### src/rtl/core/jcls_pkg.sv
// package for the joint command limiter and smoother
// types, command codes and reset constants; no dependencies
package jcls_pkg;

   localparam int JOINTS_DEF = 20;
   localparam logic [15:0] ALPHA_RST = 16'd983;
   localparam logic [9:0] MIN_INTERVAL_RST = 10'd20;
   localparam logic signed [15:0] HW_LOW_RST = -16'sd32768;
   localparam logic signed [15:0] HW_HIGH_RST = 16'sd32767;

   localparam logic [2:0] CMD_SET_JOINT = 3'd0;
   localparam logic [2:0] CMD_SET_USER = 3'd1;
   localparam logic [2:0] CMD_RESET_USER = 3'd2;
   localparam logic [2:0] CMD_TICK = 3'd3;
   localparam logic [2:0] CMD_LOAD_HW = 3'd4;

   localparam logic [0:0] CSR_ALPHA = 1'd0;
   localparam logic [0:0] CSR_MIN_INTERVAL = 1'd1;

   typedef struct packed {
      logic [2:0] cmd;
      logic [4:0] joint;
      logic signed [15:0] value;
      logic signed [15:0] limit_low;
      logic signed [15:0] limit_high;
      logic [31:0] time_ms;
   } req_word_type;

   typedef struct packed {
      logic [4:0] joint_out;
      logic signed [15:0] position;
      logic is_position;
      logic rejected;
      logic range_violation;
      logic too_soon;
      logic last;
      logic [15:0] processed_count;
      logic [15:0] dropped_count;
      logic [15:0] violation_count;
   } rsp_word_type;

   // controller to datapath
   typedef struct packed {
      logic load;      // capture request word
      logic rd;        // issue read of joint at index
      logic exec;      // perform command on read data
      logic emit;      // result into output register
      logic [4:0] idx;
      logic tick_last;
   } ctl_type;

   typedef struct packed {
      logic out_busy;
   } sts_type;

   function automatic logic signed [15:0] lim(input logic signed [15:0] v,
         input logic signed [15:0] lo, input logic signed [15:0] hi);
      logic signed [15:0] r;
      r = v;
      if (lo <= hi) begin
         if (v < lo) r = lo;
         else if (v > hi) r = hi;
      end
      return r;
   endfunction

endpackage

### src/rtl/core/jcls_ctrl.sv
// controller state machine for the joint command limiter
// sequences reads, execution and result emission; uses jcls_pkg
module jcls_ctrl import jcls_pkg::*; #(
   parameter int JOINTS = JOINTS_DEF
) (
   input  logic clock,
   input  logic reset,
   input  logic req_valid,
   output logic req_stall,
   input  logic [2:0] req_cmd,
   input  logic [4:0] req_joint,
   input  sts_type sts,
   output ctl_type ctl
);
   localparam logic [4:0] LAST_IDX = 5'(JOINTS - 1);

   typedef enum logic [3:0] {
      ST_IDLE = 4'b0001,
      ST_READ = 4'b0010,
      ST_EXEC = 4'b0100,
      ST_EMIT = 4'b1000
   } state_type;

   state_type state_ff, state_in;
   logic [4:0] idx_ff, idx_in;
   logic tick_ff, tick_in;

   assign req_stall = (state_ff != ST_IDLE);

   always_comb begin
      state_in = state_ff;
      idx_in = idx_ff;
      tick_in = tick_ff;
      ctl = '0;
      ctl.idx = idx_ff;
      ctl.tick_last = tick_ff && (idx_ff == LAST_IDX);
      case (state_ff)
         ST_IDLE: begin
            if (req_valid) begin
               ctl.load = 1'b1;
               tick_in = (req_cmd == CMD_TICK);
               idx_in = (req_cmd == CMD_TICK) ? 5'd0 : req_joint;
               state_in = ST_READ;
            end
         end
         ST_READ: begin
            ctl.rd = 1'b1;
            state_in = ST_EXEC;
         end
         ST_EXEC: begin
            ctl.exec = 1'b1;
            state_in = ST_EMIT;
         end
         ST_EMIT: begin
            if (!sts.out_busy) begin
               ctl.emit = 1'b1;
               if (tick_ff && idx_ff != LAST_IDX) begin
                  idx_in = idx_ff + 5'd1;
                  state_in = ST_READ;
               end else begin
                  state_in = ST_IDLE;
               end
            end
         end
         default: state_in = ST_IDLE;
      endcase
   end

   always_ff @(posedge clock) begin
      if (reset) begin
         state_ff <= ST_IDLE;
         idx_ff <= '0;
         tick_ff <= 1'b0;
      end else begin
         state_ff <= state_in;
         idx_ff <= idx_in;
         tick_ff <= tick_in;
      end
   end

   assert property (@(posedge clock) disable iff (reset)
      ctl.emit |-> state_ff == ST_EMIT)
      else $error("emit outside emit state");
   assert property (@(posedge clock) disable iff (reset)
      tick_ff && state_ff != ST_IDLE |-> idx_ff <= LAST_IDX)
      else $error("tick index out of range");
   assert property (@(posedge clock) disable iff (reset)
      ctl.load |=> state_ff == ST_READ)
      else $error("load did not start read");
endmodule

### config.mk
export PLATFORM = sky130hd
export DESIGN_NAME = jcls_ctrl
export DESIGN_NICKNAME = d
export VERILOG_FILES = /design/src/rtl/core/jcls_pkg.sv /design/src/rtl/core/jcls_ctrl.sv
export SDC_FILE = /design/constraint.sdc
export NUM_CORES = 1
export LEC_CHECK = 0
export ABC_AREA = 1
export ABC_CLOCK_PERIOD_IN_PS = 1800
export BUFFER_PORTS_ARGS = -buffer_cell sky130_fd_sc_hd__buf_2
export CORE_MARGIN = 2
export CORE_UTILIZATION = 40
export CTS_CLUSTER_SIZE = 10
export DETAILED_ROUTE_END_ITERATION = 10
export HOLD_SLACK_MARGIN = 0.06
export PLACE_DENSITY_LB_ADDON = 0.12
export SLEW_MARGIN = 0
export SYNTH_ARGS = -nofsm -noshare
export SYNTH_HDL_FRONTEND = slang
export SYNTH_SLANG_ARGS = --single-unit
### constraint.sdc
create_clock -name clock -period 1.8 [get_ports clock]
set_input_delay 0.09 -clock clock [delete_from_list [all_inputs] [get_ports clock]]
set_output_delay 0.09 -clock clock [all_outputs]
set_load 0.01 [all_outputs]
-- Word-level counts from Yosys, hierarchy flattened
Index checks and enable logic that the tools add are counted.
- flip-flop bits (word level): 10
- bits of input ports: 12
- output and inout port bits: 11
- add/subtract/negate cells: 1
- equal/unequal tests: 11
- mux-type cells: 15
- reduce and logical (&&, ||, !) cells: 6
- operator list (cell ; number):
    $mux 5 ; 4
    $pmux 4 s4 ; 1
    $pmux 5 s2 ; 1
    $mux 4 ; 2
    $mux 1 ; 6
    $ne 2x2->1 const B ; 3
    $add 5x1->5 const B ; 1
    $eq 5x5->1 const B ; 1
    $ne 5x5->1 const B ; 1
    $eq 4x1->1 const B ; 1
    $eq 4x2->1 const B ; 1
    $eq 4x3->1 const B ; 1
    $eq 4x4->1 const B ; 1
    $ne 4x1->1 const B ; 1
    $reduce_and 2->1 ; 2
    $reduce_and 4->1 ; 1
    $eq 3x2->1 const B ; 1
    $logic_and 1x1->1 ; 2
    $mux 2 ; 1
    $reduce_bool 2->1 ; 1

-- Depth between registers and ports, before layout
Gate-level depths: netlist (run 1).
- word-level depth: 5
- gate-level depth with buffers: 10

-- Worst setup path before layout (run 1)
Ideal clock, no wire load.
- path kind: flip-flop to flip-flop
- from: reg idx_ff[0]
- to: reg idx_ff[4]
- library setup time: 0.114 ns
- arrival: 1.238 ns
- path slack: 0.448 ns
- stages on the path, launching flop included: 11
- path buffers: 0
- period minus slack after synthesis: 1.352 ns
- cell sequence: dfxtp_1 -> ha_1 -> inv_1 -> nor2_1 -> nand2_1 -> nand3_4 -> nand2_4 -> nand2_4 -> nand2_1 -> nand2_1 -> nor2_2
- word-level cells in the longest chain between the ends: 4
- elaborated cells between the ends (all ways): 8
- ends and longest elaborated chain (element ; line ; source):
    from (decl) ; jcls_ctrl.sv:25 ; logic [4:0] idx_ff, idx_in;
    from (signal assigned) ; jcls_ctrl.sv:76 ; idx_ff <= idx_in;
    $add 5x1->5 or $ne 5x5->1 (tied branches) ; jcls_ctrl.sv:58, jcls_ctrl.sv:57 ;
    $mux 5 or $logic_and 1x1->1 (tied branches) ; jcls_ctrl.sv:57 ; if (tick_ff && idx_ff != LAST_IDX) begin
    $mux 5 or $ne 2x2->1 (tied branches) ; - ;
    $pmux 5 s2 or $reduce_and 4->1 (tied branches) ; - ;
Several ways; a longest one is shown, not always the timed one. The select of a mux whose other input is x is not followed.
A chain may end at the register's enable or synchronous reset.

==> flow_metrics.env, run 1 <==
export IMPL_cts_sinks=10
export IMPL_p_sw_mw=0.377
export IMPL_rsz0062_at_grt="false"
export IMPL_synth_top_cells_by_area="dfxtp_1, nand2_1, nor2_1"
export IMPL_insertedDiodeCount=0
export IMPL_critPathMaxStageDelay_ns=0.43
export IMPL_p_int_mw=0.540
export IMPL_path_depth=6
export IMPL_avgSynthCellArea_um2=6.53
export IMPL_clk_path_buf_depth=2
export IMPL_antenna_found_initial=0
export IMPL_whs_endpoint="tick_ff"
export IMPL_critPathArrivalTime_ns=1.41
export IMPL_antenna_left=0
export IMPL_synthesis_nets=121
export IMPL_ys_types=19
export IMPL_synth_ff_latch_count=10
export IMPL_overflow=0
export IMPL_grt_max_degree=9
export IMPL_slew_headroom_pct=76.3
export IMPL_r2r_slack_ns=0.40
export IMPL_crit_family="flip-flops"
export IMPL_dp_hpwl_um=1240
export IMPL_cts_resized=0
export IMPL_synth_largest_area_cell="dfxtp_1"
export IMPL_vias_per_cell=4.77
export IMPL_r2r_end="idx_ff[1]"
export IMPL_pwr_density_cell_nw_per_um2=1060
export IMPL_cts_buffers=3
export IMPL_criticalPathCategory="register to primary output"
export IMPL_nets=147
export IMPL_htreeDepth=1
export IMPL_hp_class="primary input to register"
export IMPL_syn_to_final_growth_pct=23.0
export IMPL_routed_wl_um=1630
export IMPL_place_congestion=0.803
export IMPL_vias=715
export IMPL_synth_top_area_share_pct=28.4
export IMPL_min_path_cells=4
export IMPL_crit_slowest_cell="dfxtp_1"
export IMPL_drtIter0Drc=20
export IMPL_period_needed_ns=1.50
export IMPL_path_cells="ha_1 -> inv_1 -> nor2_1 -> nand2_1 -> nor2_1 -> buf_2"
export IMPL_fin_skew_ns=0.00438
export IMPL_ios=23
export IMPL_finalHoldViolations=0
export IMPL_p_total_mw=0.918
export IMPL_rr_worst_depth=10
export IMPL_dieArea_um2=2120
export IMPL_leakage_nw=0.499
export IMPL_ir_worst_vdd_uv=587
export IMPL_tightest_slew_ns=0.355
export IMPL_p_seq_share_pct=35.7
export IMPL_grt_pass1_wl_um=2590
export IMPL_syn_inst=108
export IMPL_swShare_pct=41.1
export IMPL_grt_use_total_pct=17.9
export IMPL_critical_path_n_buffers_inverters=2
export IMPL_fin_crit_sh_pct=83.5
export IMPL_tns_ns=0
export IMPL_port_buffers=22
export IMPL_final_core_util_pct=51.4
export IMPL_core_area_um2=1690
export IMPL_cts_setup_buffers=0
export IMPL_reg2reg_from="idx_ff[0]"
export IMPL_clk_pin_slew_worst_paths_ns=0.07
export IMPL_slew_viol_final=0
export IMPL_seq_area_um2=200
export IMPL_detail_route_wl_per_cell_um=10.9
export IMPL_p_comb_share_pct=41.7
export IMPL_yosys_warnings=0
export IMPL_tritoncts="done"
export IMPL_syn_area_um2=706
export IMPL_hp_start="req_valid"
export IMPL_status="finished clean"
export IMPL_startpoint_type="register"
export IMPL_first_pass_iters=4
export IMPL_postCtsHoldBufs=1
export IMPL_crit_path_max_fanout=6
export IMPL_placementRows=15
export IMPL_hold_worst_slack_ns=0.113
export IMPL_grt_pass1_vias=608
export IMPL_pwr_share_clk_pct=22.7
export IMPL_ys_seq_area_share_pct=28.4
export IMPL_crit_required_ns=1.71
export IMPL_endpoint_kind="primary output"
export IMPL_max_freq_mhz=665
export IMPL_drcViolationCount=0
export IMPL_multiInputGateArea_um2=430
export IMPL_drive_gt1_share_pct=32.3
export IMPL_setup_viol=0
export IMPL_dieWidth_um=46
export IMPL_insertion_delay_ns=0.27
export IMPL_initial_core_util_pct=41.8
export IMPL_clockRootBuffer="clkbuf_4"
export IMPL_cap_violations=0
export IMPL_cp_common_cell="nor2_1"
export IMPL_die_h_um=46
export IMPL_n_fill_cell=179
-- stage by stage --
stage / cell area (um^2) / setup WS [ns] / cells
2_1_floorplan: 706 / 0.448 / 108
3_3_place_gp: 822 / 0.415 / 145
3_5_place_dp: 822 / 0.400 / 145
4_1_cts: 868 / 0.288 / 150
5_1_grt: 868 / 0.183 / 150
6_report: 868 / 0.297 / 150
-- worst max-delay path by stage --
| stage | startpoint | endpoint | slack (ns) |
|---|---|---|---|
| 2_1_floorplan | idx_ff[0] | idx_ff[4] | 0.45 |
| 3_3_place_gp | idx_ff[0] | idx_ff[4] | 0.41 |
| 3_5_place_dp | idx_ff[0] | idx_ff[4] | 0.40 |
| 4_1_cts | idx_ff[0] | ctl[0] | 0.29 |
| 5_1_grt | idx_ff[0] | ctl[0] | 0.18 |
| 6_report | idx_ff[0] | ctl[0] | 0.30 |
-- power by group through the flow --
stage / registers, mW / logic (mW) / clock network [mW]
2_1_floorplan: 0.336 / 0.272 / 0
3_3_place_gp: 0.331 / 0.377 / 0
3_5_place_dp: 0.333 / 0.383 / 0
4_1_cts: 0.328 / 0.387 / 0.212
5_1_grt: 0.337 / 0.431 / 0.231
6_report: 0.327 / 0.382 / 0.208
-- synth_stat cells --
cell type  number
a21oi_1         2
a21oi_2         1
buf_4           2
dfxtp_1        10
ha_1            1
inv_1          12
inv_2           4
nand2_1        24
nand2_2         2
nand2_4         5
nand3_1        13
nand3_4         1
nand3b_1        1
nand4_1         2
nor2_1         20
nor2_2          3
nor2_8          1
o21ai_0         3
xor2_1          1
-- sequential cells by signal, indices dropped and copies added (netlist names) --
| name | count |
|---|---|
| state_ff | 4 |
| idx_ff | 5 |
| tick_ff | 1 |
-- cells in the final DEF, fill, tap and decap left out, types with 2 or more instances in the layout --
master and instances:
nand2_1 24, buf_2 22, nor2_1 20, nand3_1 13
inv_1 12, dfxtp_1 10, nand2_4 5, inv_2 4
nor2_2 3, o21ai_0 3, clkbuf_4 3, nand2_2 2
nand4_1 2, a21oi_1 2
-- final cells by class --
class,count,share of cell area [%]
clock buffers,4,4.18
inverters,16,6.92
multi-input cells,80,49.6
flip-flops and latches,10,23.1
well taps,17,2.45
repair buffers,23,13.8
-- tightest hold or removal path, cell delays in order --
cell,delay [ns]
buf_2,0.08
nand2_1,0.06
inv_2,0.06
a21oi_1,0.05
-- kinds of logic after synthesis --
logic type                 after synthesis  synth area share (%)
AOI/OAI and AO/OA                        6                  4.79
xor gates and xnor gates                 1                  1.24
adders and majority gates                1                  1.77
buffers and inverters                   18                  10.6
DFF                                     10                  28.4
and+or+nand+nor                         72                  53.2
-- metal layers --
metal | vias up | track usage, % | share of wire, %
li1 | 386 | - | -
met1 | 313 | 21.4 | 47
met2 | 14 | 29.2 | 48
met3 | 2 | 3.57 | 3.6
met4 | 0 | 10.3 | 0.73
met5 | - | 0 | 0
Power figures use the tool's default switching activity.
==> run 2: changes to the inputs <==
Settings changed: ABC_AREA 1 to 0, ABC_CLOCK_PERIOD_IN_PS 1800 to 1200.
Clock period 1.8 ns to 1.2 ns, I/O delays scaled along.
==> flow_metrics.env, run 2 <==
export IMPL_clk_path_buf_depth=2
export IMPL_placementRows=14
export IMPL_clk_pin_slew_worst_paths_ns=0.08
export IMPL_synth_edf_count=0
export IMPL_status="finished with violations"
export IMPL_hp_start="req_valid"
export IMPL_crit_slowest_cell="or4b_4"
export IMPL_cap_violations=0
export IMPL_largest_register_ff_count=5
export IMPL_avgSynthCellArea_um2=8.42
export IMPL_p_comb_share_pct=32.5
export IMPL_violations="negative setup slack"
export IMPL_tritoncts="done"
export IMPL_critPathArrivalTime_ns=1.85
export IMPL_cts_sinks=10
export IMPL_ios=23
export IMPL_syn_to_final_growth_pct=93.8
export IMPL_dp_cells=130
export IMPL_grt_max_degree=12
export IMPL_tns_ns=-4.13
export IMPL_crit_path_max_fanout=5
export IMPL_leakage_nw=0.540
export IMPL_finalHoldViolations=0
export IMPL_yosysMostFrequentCell="dfxtp_1"
export IMPL_crit_required_ns=1.39
export IMPL_p_seq_share_pct=36.0
export IMPL_antenna_left=0
export IMPL_n_fill_cell=92
export IMPL_crit_family="simple AND/OR/NAND/NOR gates"
export IMPL_syn_area_um2=648
export IMPL_criticalPathCategory="register to register"
export IMPL_pwr_density_cell_nw_per_um2=811
export IMPL_drive_gt1_share_pct=67.2
export IMPL_ys_seq_area_share_pct=30.9
export IMPL_period_needed_ns=1.66
export IMPL_grt_pass1_vias=758
export IMPL_core_area_um2=1510
export IMPL_p_total_mw=1.02
export IMPL_dp_hpwl_um=1400
export IMPL_htreeDepth=1
export IMPL_yosys_warnings=0
export IMPL_slew_headroom_pct=78.5
export IMPL_met2_usage_pct=41.2
export IMPL_critPathMaxStageDelay_ns=0.60
export IMPL_insertedDiodeCount=0
export IMPL_ys_top_cells_by_count="dfxtp_1, nor2_1, inv_1, a21oi_1"
export IMPL_critical_path_n_buffers_inverters=1
export IMPL_layout_commonest_cell="buf_2"
export IMPL_syn_inst=77
export IMPL_drtIter0Drc=38
export IMPL_place_ws_ns=-0.417
export IMPL_use_met1_pct=33.2
export IMPL_synthesis_nets=90
export IMPL_synth_top_cells_by_area="dfxtp_1, nor2_1, and3b_1"
export IMPL_grt_use_total_pct=25.5
export IMPL_port_buffers=22
export IMPL_grt_pass1_wl_um=3610
export IMPL_place_congestion=0.796
export IMPL_initial_core_util_pct=43.0
export IMPL_detail_route_wl_per_cell_um=18.3
export IMPL_drcViolationCount=0
export IMPL_startpoint_type="register"
export IMPL_dieWidth_um=44.3
export IMPL_synth_top_area_share_pct=30.9
export IMPL_tightest_slew_ns=0.322
export IMPL_overflow=0
export IMPL_async_flop_share_pct=0
export IMPL_top_usage_layer="met2"
export IMPL_nets=142
export IMPL_cp_startpoint="state_ff[0]"
export IMPL_reg_largest_list="idx_ff: 5 flops, state_ff: 4 flops, tick_ff: 1 flops"
export IMPL_clockRootBuffer="clkbuf_4"
export IMPL_p_int_mw=0.715
export IMPL_synth_largest_area_cell="dfxtp_1"
export IMPL_finalNonFillerCells=144
export IMPL_setup_ws_ns=-0.459
export IMPL_path_cells="or4b_4 -> buf_6 -> nor4_4 -> a21oi_1 -> o32ai_1"
export IMPL_synth_ff_latch_count=10
export IMPL_die_h_um=44.3
export IMPL_first_pass_iters=4
export IMPL_pwr_share_clk_pct=31.5
export IMPL_antenna_found_initial=0
export IMPL_fin_crit_sh_pct=138
export IMPL_cts_buffers=3
export IMPL_ys_flop_type="dfxtp_1"
export IMPL_vias_per_cell=6.03
export IMPL_slew_viol_final=0
export IMPL_endpoint_kind="register"
export IMPL_routed_wl_um=2630
export IMPL_hp_class="primary input to register"
export IMPL_vias=869
export IMPL_swShare_pct=29.8
export IMPL_p_sw_mw=0.304
export IMPL_fin_skew_ns=0.0126
export IMPL_setup_viol=16
export IMPL_final_cell_mix="buf_2, buf_4, buf_6, nor2_1, dfxtp_1"
export IMPL_insertion_delay_ns=0.29
export IMPL_dieArea_um2=1960
export IMPL_reg2reg_from="state_ff[0]"
export IMPL_top_register="idx_ff"
export IMPL_rsz0062_at_grt="true"
export IMPL_ir_worst_vdd_uv=620
export IMPL_ys_types=40
export IMPL_gr_usage_met3_pct=6.53
export IMPL_max_freq_mhz=603
-- run 2: cell types whose count changed in the layout (fill, tap and decap cells not counted), moves of 3 or more --
cell | before | now
nand2_1 | 24 | 2
buf_4 | 0 | 18
buf_6 | 0 | 15
nor2_1 | 20 | 6
nand3_1 | 13 | 2
inv_1 | 12 | 3
dfxtp_1 | 10 | 5
nand2_4 | 5 | 0
buf_2 | 22 | 19
dfxtp_2 | 0 | 3
nor2_2 | 3 | 0
nor4b_4 | 0 | 3
-- run 2: power groups by stage --
| stage | Clock (mW) | Combinational, mW | Sequential, mW |
|---|---|---|---|
| after global placement | 0 | 0.221 | 0.371 |
| after detailed placement | 0 | 0.220 | 0.372 |
| after CTS | 0.317 | 0.283 | 0.366 |
| final | 0.321 | 0.331 | 0.367 |
| after global routing | 0.343 | 0.349 | 0.369 |
| after floorplan | 0 | 0.0955 | 0.392 |
-- run 2: cell families (layout without fill, tap and decap cells) --
logic type	Yosys count	in the layout	synth area share (%)
mux	1	1	1.54
compound gates	19	19	20.9
xor+xnor	2	2	2.70
simple gates	34	34	34.9
flops	10	10	30.9
buf+inv	10	61	7.14
fa+ha+maj	1	1	1.93
-- run 2: layout make-up --
type | count | area, um^2 | area share [%]
clock buffers | 4 | 36.3 | 2.89
inverters | 5 | 18.8 | 1.49
multi-input cells | 57 | 571 | 45.4
flip-flops and latches | 10 | 211 | 16.8
well taps | 16 | 20.0 | 1.59
repair buffers | 52 | 399 | 31.8
-- run 2: per-stage QoR --
stage	util, %	instance area (um^2)	hold slack [ns]
after floorplan	-	702	0.168
after global placement	62.3	938	0.363
after detailed placement	62.3	938	0.370
after CTS	74.7	1120	0.0765
after global routing	83.4	1260	0.0855
final	83.4	1260	0.0784
-- run 2: worst reg2reg max path: cells and delay by family, from the launching register on --
| kind | cells | cell delay, ns |
|---|---|---|
| flip-flops | 1 | 0.33 |
| AO/OA/AOI/OAI | 2 | 0.35 |
| AND/OR/NAND/NOR | 2 | 0.72 |
| buffers and inverters | 1 | 0.17 |
-- run 2: worst paths after layout --
path                 endpoint  slack [ns]  cells after the start
hold / removal    state_ff[3]        0.08                      3
setup reg to reg    idx_ff[3]       -0.46                      5
hold reg to reg     idx_ff[4]        0.63                      3
setup / recovery    idx_ff[3]       -0.46                      5
-- run 2: repair_timing --
action | 4_1_cts | 5_1_grt
pin swaps | 10 | 5
endpoints found under the setup margin | 16 | 16
cloned | 0 | 0
setup buffers | 6 | 4
hold buffers | 0 | 0
resized for setup | 26 | 19
-- run 2: per-layer routing --
layer / up-vias / routed length [um] / part of all wire (%)
met5: - / 0 / 0
met4: 0 / 69 / 2.6
met2: 38 / 1290 / 49
li1: 395 / - / -
met1: 428 / 1110 / 42
met3: 8 / 164 / 6.2
